File: src/hdl/additive_pixel_blender_core_macros.svh
// Assertion helpers used by the blender core.
`ifndef ADDITIVE_PIXEL_BLENDER_CORE_MACROS_SVH
`define ADDITIVE_PIXEL_BLENDER_CORE_MACROS_SVH

// Check post in the same cycle as pre.
`define APB_ASSERT_NOW(name, clk, rst_n, pre, post) \
    name: assert property (@(posedge clk) disable iff (!rst_n) (pre) |-> (post)) \
        else $error("apb assertion failed");

// Check post in the cycle after pre.
`define APB_ASSERT_NEXT(name, clk, rst_n, pre, post) \
    name: assert property (@(posedge clk) disable iff (!rst_n) (pre) |=> (post)) \
        else $error("apb assertion failed");

`endif

File: src/hdl/apb_pkg.sv
`timescale 1ns / 1ps

package apb_pkg;

    localparam int SHIFT_W    = 5;
    localparam int LOSS_W     = 3;
    localparam int CHAN_W     = 8;
    localparam int LEVEL_W    = 5;
    localparam int CFG_IDX_W  = 3;
    localparam int CFG_DATA_W = 5;
    localparam int WORD_W     = 32;

    typedef logic [CFG_IDX_W-1:0] t_cfg_idx;

    typedef struct packed {
        logic [SHIFT_W-1:0] shift;
        logic [LOSS_W-1:0]  loss;
    } t_chan_cfg;

    localparam t_cfg_idx CFG_RED_SHIFT   = 3'd0;
    localparam t_cfg_idx CFG_RED_LOSS    = 3'd1;
    localparam t_cfg_idx CFG_GREEN_SHIFT = 3'd2;
    localparam t_cfg_idx CFG_GREEN_LOSS  = 3'd3;
    localparam t_cfg_idx CFG_BLUE_SHIFT  = 3'd4;
    localparam t_cfg_idx CFG_BLUE_LOSS   = 3'd5;

    localparam t_chan_cfg RED_CFG_RST   = '{shift: 5'd16, loss: 3'd0};
    localparam t_chan_cfg GREEN_CFG_RST = '{shift: 5'd8,  loss: 3'd0};
    localparam t_chan_cfg BLUE_CFG_RST  = '{shift: 5'd0,  loss: 3'd0};

    localparam logic [CHAN_W-1:0] CHAN_MAX = 8'hFF;

endpackage

File: src/hdl/apb_chan.sv
`timescale 1ns / 1ps

// One color channel: unpack both words, weight the source (unless i_full),
// add with saturation and repack into the destination format.
module apb_chan
    import apb_pkg::*;
#(
    parameter int PIXEL_BITS = 32
) (
    input  logic [PIXEL_BITS-1:0] i_src,
    input  logic [PIXEL_BITS-1:0] i_dst,
    input  t_chan_cfg             i_cfg,
    input  logic                  i_full,
    input  logic [LEVEL_W-1:0]    i_level,
    output logic [PIXEL_BITS-1:0] o_packed
);

    logic [PIXEL_BITS-1:0]       src_sh;
    logic [PIXEL_BITS-1:0]       dst_sh;
    logic [CHAN_W-1:0]           fmask;
    logic [CHAN_W-1:0]           s8;
    logic [CHAN_W-1:0]           d8;
    logic [CHAN_W+LEVEL_W-1:0]   prod;
    logic [CHAN_W-1:0]           add8;
    logic [CHAN_W:0]             sum9;
    logic [CHAN_W-1:0]           v8;
    logic [CHAN_W-1:0]           v_cut;
    logic [PIXEL_BITS-1:0]       v_ext;

    always_comb begin
        src_sh = i_src >> i_cfg.shift;
        dst_sh = i_dst >> i_cfg.shift;
        fmask  = CHAN_MAX >> i_cfg.loss;
        // widen the field back to 8 bits
        s8     = (src_sh[CHAN_W-1:0] & fmask) << i_cfg.loss;
        d8     = (dst_sh[CHAN_W-1:0] & fmask) << i_cfg.loss;
        prod   = {{LEVEL_W{1'b0}}, s8} * {{CHAN_W{1'b0}}, i_level};
        add8   = i_full ? s8 : prod[CHAN_W+LEVEL_W-1:LEVEL_W];
        sum9   = {1'b0, d8} + {1'b0, add8};
        v8     = sum9[CHAN_W] ? CHAN_MAX : sum9[CHAN_W-1:0];
        v_cut  = v8 >> i_cfg.loss;
        v_ext  = PIXEL_BITS'(v_cut);
    end

    assign o_packed = v_ext << i_cfg.shift;

endmodule

File: src/hdl/additive_pixel_blender_core.sv
`timescale 1ns / 1ps

// Channel   Ports                                         Handshake
// input     i_source_word i_dest_word i_blend_alpha       i_start & !o_busy
//           i_unscaled
// result    o_result_word o_write_enable                  o_done, one cycle
// config    i_cfg_idx i_cfg_wdata                         i_cfg_we
//
// One item per cycle; each result passes through the input register and then
// the result register, around the blend logic.
// o_busy is always low: every start is taken.
// Reset is synchronous, active low, and restores the default 8-8-8 layout.
// The receiver cannot stall; each result is shown for exactly one cycle.
module additive_pixel_blender_core
    import apb_pkg::*;
#(
    parameter int PIXEL_BITS = 32
) (
    input  logic                  i_clk,
    input  logic                  i_rst_n,
    input  logic                  i_start,
    output logic                  o_busy,
    input  logic [WORD_W-1:0]     i_source_word,
    input  logic [WORD_W-1:0]     i_dest_word,
    input  logic [CHAN_W-1:0]     i_blend_alpha,
    input  logic                  i_unscaled,
    output logic                  o_done,
    output logic [WORD_W-1:0]     o_result_word,
    output logic                  o_write_enable,
    input  logic                  i_cfg_we,
    input  t_cfg_idx              i_cfg_idx,
    input  logic [CFG_DATA_W-1:0] i_cfg_wdata
);

`include "additive_pixel_blender_core_macros.svh"

    t_chan_cfg r_red_cfg;
    t_chan_cfg r_green_cfg;
    t_chan_cfg r_blue_cfg;

    logic                  r_in_valid;
    logic [PIXEL_BITS-1:0] r_src;
    logic [PIXEL_BITS-1:0] r_dst;
    logic [LEVEL_W-1:0]    r_level;
    logic                  r_full;

    logic                  r_out_valid;
    logic [PIXEL_BITS-1:0] r_res;
    logic                  r_we;

    logic [PIXEL_BITS-1:0] red_pk;
    logic [PIXEL_BITS-1:0] green_pk;
    logic [PIXEL_BITS-1:0] blue_pk;
    logic                  n_we;
    logic [PIXEL_BITS-1:0] n_res;

    assign o_busy = 1'b0;

    always_ff @(posedge i_clk) begin
        if (!i_rst_n) begin
            r_red_cfg   <= RED_CFG_RST;
            r_green_cfg <= GREEN_CFG_RST;
            r_blue_cfg  <= BLUE_CFG_RST;
        end else if (i_cfg_we) begin
            unique case (i_cfg_idx)
                CFG_RED_SHIFT:   r_red_cfg.shift   <= i_cfg_wdata[SHIFT_W-1:0];
                CFG_RED_LOSS:    r_red_cfg.loss    <= i_cfg_wdata[LOSS_W-1:0];
                CFG_GREEN_SHIFT: r_green_cfg.shift <= i_cfg_wdata[SHIFT_W-1:0];
                CFG_GREEN_LOSS:  r_green_cfg.loss  <= i_cfg_wdata[LOSS_W-1:0];
                CFG_BLUE_SHIFT:  r_blue_cfg.shift  <= i_cfg_wdata[SHIFT_W-1:0];
                CFG_BLUE_LOSS:   r_blue_cfg.loss   <= i_cfg_wdata[LOSS_W-1:0];
                default: begin
                    // unused index: drop the write
                end
            endcase
        end
    end

    // input register: words are cut to the pixel width here
    always_ff @(posedge i_clk) begin
        if (!i_rst_n) begin
            r_in_valid <= 1'b0;
        end else begin
            r_in_valid <= i_start && !o_busy;
        end
    end

    always_ff @(posedge i_clk) begin
        r_src   <= i_source_word[PIXEL_BITS-1:0];
        r_dst   <= i_dest_word[PIXEL_BITS-1:0];
        r_level <= i_blend_alpha[CHAN_W-1:CHAN_W-LEVEL_W];
        r_full  <= i_unscaled;
    end

    apb_chan #(.PIXEL_BITS(PIXEL_BITS)) u_red (
        .i_src    (r_src),
        .i_dst    (r_dst),
        .i_cfg    (r_red_cfg),
        .i_full   (r_full),
        .i_level  (r_level),
        .o_packed (red_pk)
    );

    apb_chan #(.PIXEL_BITS(PIXEL_BITS)) u_green (
        .i_src    (r_src),
        .i_dst    (r_dst),
        .i_cfg    (r_green_cfg),
        .i_full   (r_full),
        .i_level  (r_level),
        .o_packed (green_pk)
    );

    apb_chan #(.PIXEL_BITS(PIXEL_BITS)) u_blue (
        .i_src    (r_src),
        .i_dst    (r_dst),
        .i_cfg    (r_blue_cfg),
        .i_full   (r_full),
        .i_level  (r_level),
        .o_packed (blue_pk)
    );

    always_comb begin
        // transparent source, or zero level when not unscaled: keep the destination
        n_we  = (r_src != '0) && (r_full || (r_level != '0));
        n_res = n_we ? (red_pk | green_pk | blue_pk) : r_dst;
    end

    always_ff @(posedge i_clk) begin
        if (!i_rst_n) begin
            r_out_valid <= 1'b0;
        end else begin
            r_out_valid <= r_in_valid;
        end
    end

    always_ff @(posedge i_clk) begin
        r_res <= n_res;
        r_we  <= n_we;
    end

    assign o_done         = r_out_valid;
    assign o_result_word  = WORD_W'(r_res);
    assign o_write_enable = r_we;

    `APB_ASSERT_NEXT(a_done_follows, i_clk, i_rst_n, r_in_valid, o_done)
    `APB_ASSERT_NEXT(a_keep_dest, i_clk, i_rst_n, r_in_valid && !n_we, o_result_word == WORD_W'($past(r_dst)))
    `APB_ASSERT_NEXT(a_clear_no_write, i_clk, i_rst_n, r_in_valid && (r_src == '0), !o_write_enable)
    `APB_ASSERT_NOW(a_upper_zero, i_clk, i_rst_n, o_done, (o_result_word >> PIXEL_BITS) == '0)

endmodule
File: config.mk
export PLATFORM = sky130hd
export DESIGN_NAME = additive_pixel_blender_core
export DESIGN_NICKNAME = d
export VERILOG_FILES = /design/src/hdl/apb_pkg.sv /design/src/hdl/apb_chan.sv /design/src/hdl/additive_pixel_blender_core.sv
export VERILOG_INCLUDE_DIRS = /design/src /design/src/hdl
export SDC_FILE = /design/constraint.sdc
export NUM_CORES = 1
export LEC_CHECK = 0
export BUFFER_PORTS_ARGS = -buffer_cell sky130_fd_sc_hd__buf_4
export CORE_ASPECT_RATIO = 0.6
export CORE_MARGIN = 5
export CORE_UTILIZATION = 45
export DETAILED_ROUTE_END_ITERATION = 6
export SYNTH_ARGS = -nofsm -noshare
export SYNTH_HDL_FRONTEND = slang
export SYNTH_HIERARCHICAL = 1
export SYNTH_SLANG_ARGS = --single-unit
File: constraint.sdc
create_clock -name i_clk -period 13 [get_ports i_clk]
set_input_delay 2.6 -clock i_clk [delete_from_list [all_inputs] [get_ports i_clk]]
set_output_delay 2.6 -clock i_clk [all_outputs]
set_load 0.02 [all_outputs]
==> results.json, run 1 <==
{
  "status": "complete, but fails checks",
  "failed_checks": "design-rule violations, max-capacitance violations, max-slew violations",
  "crit_path_max_incr_delay_ns": 1.09,
  "critPathSlowestCell": "a222oi_1",
  "routed_wl_um": 84100,
  "vias": 21000,
  "synth_edf_count": 0,
  "r2r-end": "o_result_word[27]",
  "worst-path-max-fanout": 55,
  "synth-seq-cells": 129,
  "critPathCaptureType": "flip-flop",
  "grt_antenna_before_repair": 5,
  "wl_per_cell_um": 27.4,
  "leakagePower_nw": 9.05,
  "tightest_slew_ns": 1.49,
  "layout-drive-gt1-share_pct": 18.6,
  "slew_violations": 1,
  "start_util_pct": 45.7,
  "placed_cells": 3035,
  "syn_area_um2": 20600,
  "drc": 2,
  "overflow": 0,
  "postCtsSetupRepairBufs": 0,
  "cts_tree": "done",
  "row_count": 60,
  "hold_depth": 1,
  "area_delta_synth_final_pct": 7.65,
  "antenna_cells": 0,
  "relSlewSlack_pct": -1.99,
  "cts_resized": 0,
  "reg2reg_depth": 33,
  "setup_viol": 0,
  "fmax_mhz": 84.1,
  "dr.pass1.iters": 7,
  "cts_hold_buffers": 0,
  "fp.dieW_um": 286,
  "cp-start-kind": "flip-flop",
  "die_h_um": 176,
  "cts_inserted_buffers": 17,
  "synth-main-ff-cell": "dfxtp_1",
  "rsz0062_at_grt": "false",
  "ys_seq_area_share_pct": 12.6,
  "yosysTopAreaCellShare_pct": 12.6,
  "cap_viol_max_count": 2,
  "yosysWarnings": 6,
  "path_clk_slew_ns": 0.07,
  "ant_nets": 0,
  "portBuffers": 115,
  "syn_nets": 2680,
  "fillers": 4248,
  "fin_worst_skew_ns": 0.0159,
  "cellPowerDensity_nw_per_um2": 158,
  "fin_nets": 2685,
  "synth_top_cell_by_area": "dfxtp_1",
  "die-area_um2": 50200,
  "fin_crit_sh_pct": 91.5,
  "grt_pass1_vias": 19700,
  "path_class": "reg -> reg",
  "r2r_setup_slack_ns": 1.11,
  "crit_required_ns": 13.34,
  "ys_top_cells_by_count": "nand2_1 (251), nor2_1 (227), mux2i_1 (184)",
  "htree_levels": 4,
  "grt_max_degree": 56,
  "synthesis.instances": 2460,
  "hp-class": "reg -> reg",
  "setup_tns_ns": 0,
  "irDropWorstVdd_mv": 0.0962,
  "drt_iter0_drc": 3159,
  "place_congestion": 1.03,
  "power.total_mw": 3.49,
  "core-area_um2": 45000,
  "insertion_delay_ns": 0.46,
  "arrival_ns": 12.24,
  "grt_usage_pct": 32.2,
  "yosysUniqueCellTypes": 112,
  "cts.sink_count": 129,
  "min_from": "r_in_valid",
  "clock_path_buffers": 2,
  "vias_per_cell": 6.85,
  "place.detailed.hpwl_um": 63400,
  "synth_area_leaders": "dfxtp_1 (13%), mux4_2 (11%), mux2i_1 (9.0%)",
  "hold_path_end": "o_done",
  "stdcell_area_um2": 22100,
  "postSynthAreaPerCell_um2": 8.36,
  "yosysMostFrequentCell": "nand2_1",
  "grt_pass1_wl_um": 124000,
  "hold_viol_final": 0,
  "r2r-start": "r_red_cfg[3]",
  "placed_cell_area_um2": 21500,
  "pin_count": 120,
  "cts_root_buffer": "clkbuf_16",
  "period_minus_slack_ns": 11.89,
  "finalNonFillerCells": 3067,
  "async_flop_share_pct": 0
}
## per-stage QoR
stage | util, % | hold WS (ns) | setup slack [ns]
2_1_floorplan | - | 0.412 | 4.24
3_3_place_gp | 47.9 | 0.414 | 1.66
3_5_place_dp | 47.9 | 0.430 | 1.58
4_1_cts | 49.2 | 0.446 | 1.55
5_1_grt | 49.2 | 0.476 | 0.555
6_report | 49.2 | 0.448 | 1.11
## cell usage in the layout, fill, tap and decap left out, types with 59 or more instances in the layout
cell     instances
nand2_1        251
nor2_1         227
mux2i_1        184
buf_4          167
a21oi_1        122
inv_1          120
dfxtp_1        119
mux4_2          96
o21ai_0         84
ha_1            81
mux2_2          71
and2_1          61
nand3_1         59
## final cells by class
cell class,count,area (um^2),area share (%)
well taps,589,737,3.33
repair buffers,167,1250,5.66
clock inverters,13,136,0.616
multi-input cells,2023,16500,74.4
clock buffers,19,464,2.10
inverters,127,477,2.15
flip-flops and latches,129,2600,11.8
## worst max-delay path, delay by kind of cell, from the launching register on
kind | cells | cell delay (ns)
and+or+nand+nor | 8 | 1.89
muxes | 4 | 1.53
buffers and inverters | 4 | 0.79
AOI/OAI and AO/OA | 11 | 4.55
DFF | 1 | 0.90
xor gates and xnor gates | 1 | 0.16
adders and majority gates | 5 | 1.95
## registers in the layout, summed over array words and instances, names as in the netlist, 5 cells and up
name,count
o_result_word,32
r_src,32
r_green_cfg,8
r_blue_cfg,8
r_level,5
r_dst,32
r_red_cfg,8
## per-layer routing
| layer | vias to the layer above | track usage, % | part of all wire (%) |
|---|---|---|---|
| met3 | 166 | 12.3 | 14 |
| met1 | 10200 | 46.4 | 43 |
| met5 | - | 0.481 | 0.015 |
| met4 | 2 | 8.82 | 3.0 |
| met2 | 1458 | 44.9 | 40 |
| li1 | 9198 | - | - |
## cells by family after synthesis
logic type | after synthesis | synth area share (%)
flops | 129 | 12.6
xor+xnor | 26 | 1.11
simple gates | 867 | 20.4
other cells | 1 | 0.0182
compound gates | 589 | 20.4
fa+ha+maj | 135 | 10.2
buf+inv | 308 | 7.37
mux | 405 | 28.0
## worst max-delay path by stage
stage	from	end	slack, ns	cells after the start
after detailed placement	r_red_cfg[3]	o_result_word[27]	1.58	33
final	r_red_cfg[3]	o_result_word[27]	1.11	33
after global routing	r_red_cfg[3]	o_result_word[27]	0.55	34
after floorplan	r_red_cfg[3]	o_result_word[25]	4.24	35
after CTS	r_red_cfg[3]	o_result_word[27]	1.55	33
after global placement	r_red_cfg[3]	o_result_word[27]	1.66	33
## report_power, final
group | internal [mW] | switching (mW)
Clock | 0.286 | 0.224
Sequential | 0.455 | 0.0691
Combinational | 0.981 | 1.47
Total | 1.72 | 1.76
Power figures use the tool's default switching activity.
==> inputs of run 2 (changes only) <==
==> constraint.sdc (replaced) <==
create_clock -name i_clk -period 12.4 [get_ports i_clk]
set_input_delay 2.48 -clock i_clk [delete_from_list [all_inputs] [get_ports i_clk]]
set_output_delay 2.48 -clock i_clk [all_outputs]
set_load 0.02 [all_outputs]
==> results.json, run 2 (synthesis results as in run 1) <==
{
  "dr.pass1.iters": 7,
  "drc": 0,
  "wl_per_cell_um": 26.8,
  "cp.buffers_inverters": 2,
  "power_frac_comb_pct": 69.5,
  "cts_tree": "done",
  "layout-drive-gt1-share_pct": 18.7,
  "final_core_util_pct": 49.4,
  "grt_pass1_vias": 19700,
  "fin_crit_sh_pct": 95.9,
  "ant_nets": 0,
  "mostFrequentLayoutCells": "nand2_1 (251), nor2_1 (227), mux2i_1 (184)",
  "grt_usage_pct": 31.4,
  "routed_wl_um": 82200,
  "overflow": 0,
  "crit_path_start": "r_red_cfg[3]",
  "dr_wl_met3_um": 12000,
  "vias_per_cell": 6.89,
  "clock_path_buffers": 2,
  "tightest_slew_ns": 1.46,
  "vias": 21100,
  "routedLengthMet1_um": 34700,
  "cts_resized": 0,
  "swShare_pct": 50.0,
  "place.detailed.hpwl_um": 62300,
  "postCtsSetupRepairBufs": 0,
  "switchingPower_mw": 1.84,
  "hold_viol_final": 0,
  "critPathCaptureType": "flip-flop",
  "path_class": "reg -> reg",
  "grt_antenna_before_repair": 5,
  "fin_worst_skew_ns": 0.0223,
  "grt_max_degree": 59,
  "fmax_mhz": 84.1,
  "rsz0062_at_grt": "false",
  "slew_violations": 1,
  "portBuffers": 115,
  "min_from": "r_in_valid",
  "final_common_cell": "nand2_1",
  "cap_viol_max_count": 1,
  "status": "complete, but fails checks",
  "place_congestion": 1.06,
  "r2r-start": "r_red_cfg[3]",
  "intPower_mw": 1.84,
  "crit_top_cell": "fa_1",
  "cts.sink_count": 129,
  "route.met2.wl_um": 33200,
  "path_clk_slew_ns": 0.07,
  "pin_count": 120,
  "cts_hold_buffers": 0,
  "start_util_pct": 45.7,
  "insertion_delay_ns": 0.46,
  "die-area_um2": 50200,
  "failed_checks": "max-capacitance violations, max-slew violations",
  "die_h_um": 176,
  "cts_inserted_buffers": 17,
  "cts_root_buffer": "clkbuf_16",
  "antenna_cells": 0,
  "relSlewSlack_pct": -0.0116,
  "area_delta_synth_final_pct": 8.03,
  "period_minus_slack_ns": 11.90,
  "crit_required_ns": 12.73,
  "setup_tns_ns": 0,
  "drt_iter0_drc": 3465,
  "critPathTopFamily": "compound AO/OA/AOI/OAI gates",
  "row_count": 60,
  "core-area_um2": 45000,
  "fin_nets": 2689,
  "fp.dieW_um": 286,
  "cellPowerDensity_nw_per_um2": 165,
  "critPathSlowestCell": "a222oi_1",
  "crit_path_max_incr_delay_ns": 1.08,
  "htree_levels": 4,
  "fillers": 4320,
  "p_seq_share_pct": 15.0,
  "clkPwrFrac_pct": 15.6,
  "hp-class": "reg -> reg",
  "worst-path-max-fanout": 57,
  "leakagePower_nw": 9.08,
  "irDropWorstVdd_mv": 0.105,
  "cp-start-kind": "flip-flop",
  "setup_viol": 0,
  "top_layer": "met4",
  "arrival_ns": 12.23,
  "grt_pass1_wl_um": 122000
}
==> run 2: layer usage <==
metal | vias to the layer above | GRT usage [%]
li1 | 9201 | -
met1 | 10200 | 44.8
met2 | 1532 | 44.5
met3 | 168 | 12.3
met4 | 0 | 7.47
met5 | - | 0
==> run 2: power groups by stage <==
stage	sequential (mW)	clock, mW	combinational (mW)
floorplan	0.575	0	1.74
global placement	0.552	0	2.41
detailed placement	0.553	0	2.46
CTS	0.544	0.576	2.47
global route	0.552	0.591	2.75
finish	0.550	0.572	2.55
==> run 2: cell type report <==
| type | instances | area (um^2) | area share [%] |
|---|---|---|---|
| inverters | 127 | 477 | 2.15 |
| clock inverters | 13 | 174 | 0.783 |
| repair buffers | 171 | 1300 | 5.83 |
| well taps | 589 | 737 | 3.32 |
| multi-input cells | 2023 | 16500 | 74.2 |
| flip-flops and latches | 129 | 2600 | 11.7 |
| clock buffers | 19 | 454 | 2.04 |
==> run 2: worst paths after layout <==
| path | endpoint | slack, ns | depth (start not counted) |
|---|---|---|---|
| worst max-delay path | o_result_word[27] | 0.50 | 32 |
| worst min-delay path | o_done | 0.43 | 1 |
| worst max register to register | o_result_word[27] | 0.50 | 32 |
| worst min register to register | o_done | 0.43 | 1 |
==> run 2: per-stage QoR <==
step	power, mW	instance area (um^2)	instances	setup WS [ns]	hold slack [ns]
3_3_place_gp	2.96	21600	3039	1.23	0.417
2_1_floorplan	2.32	20600	2460	3.64	0.412
4_1_cts	3.59	22200	3071	1.02	0.444
5_1_grt	3.89	22200	3071	0.244	0.453
3_5_place_dp	3.01	21600	3039	1.07	0.428
6_report	3.68	22200	3071	0.504	0.434
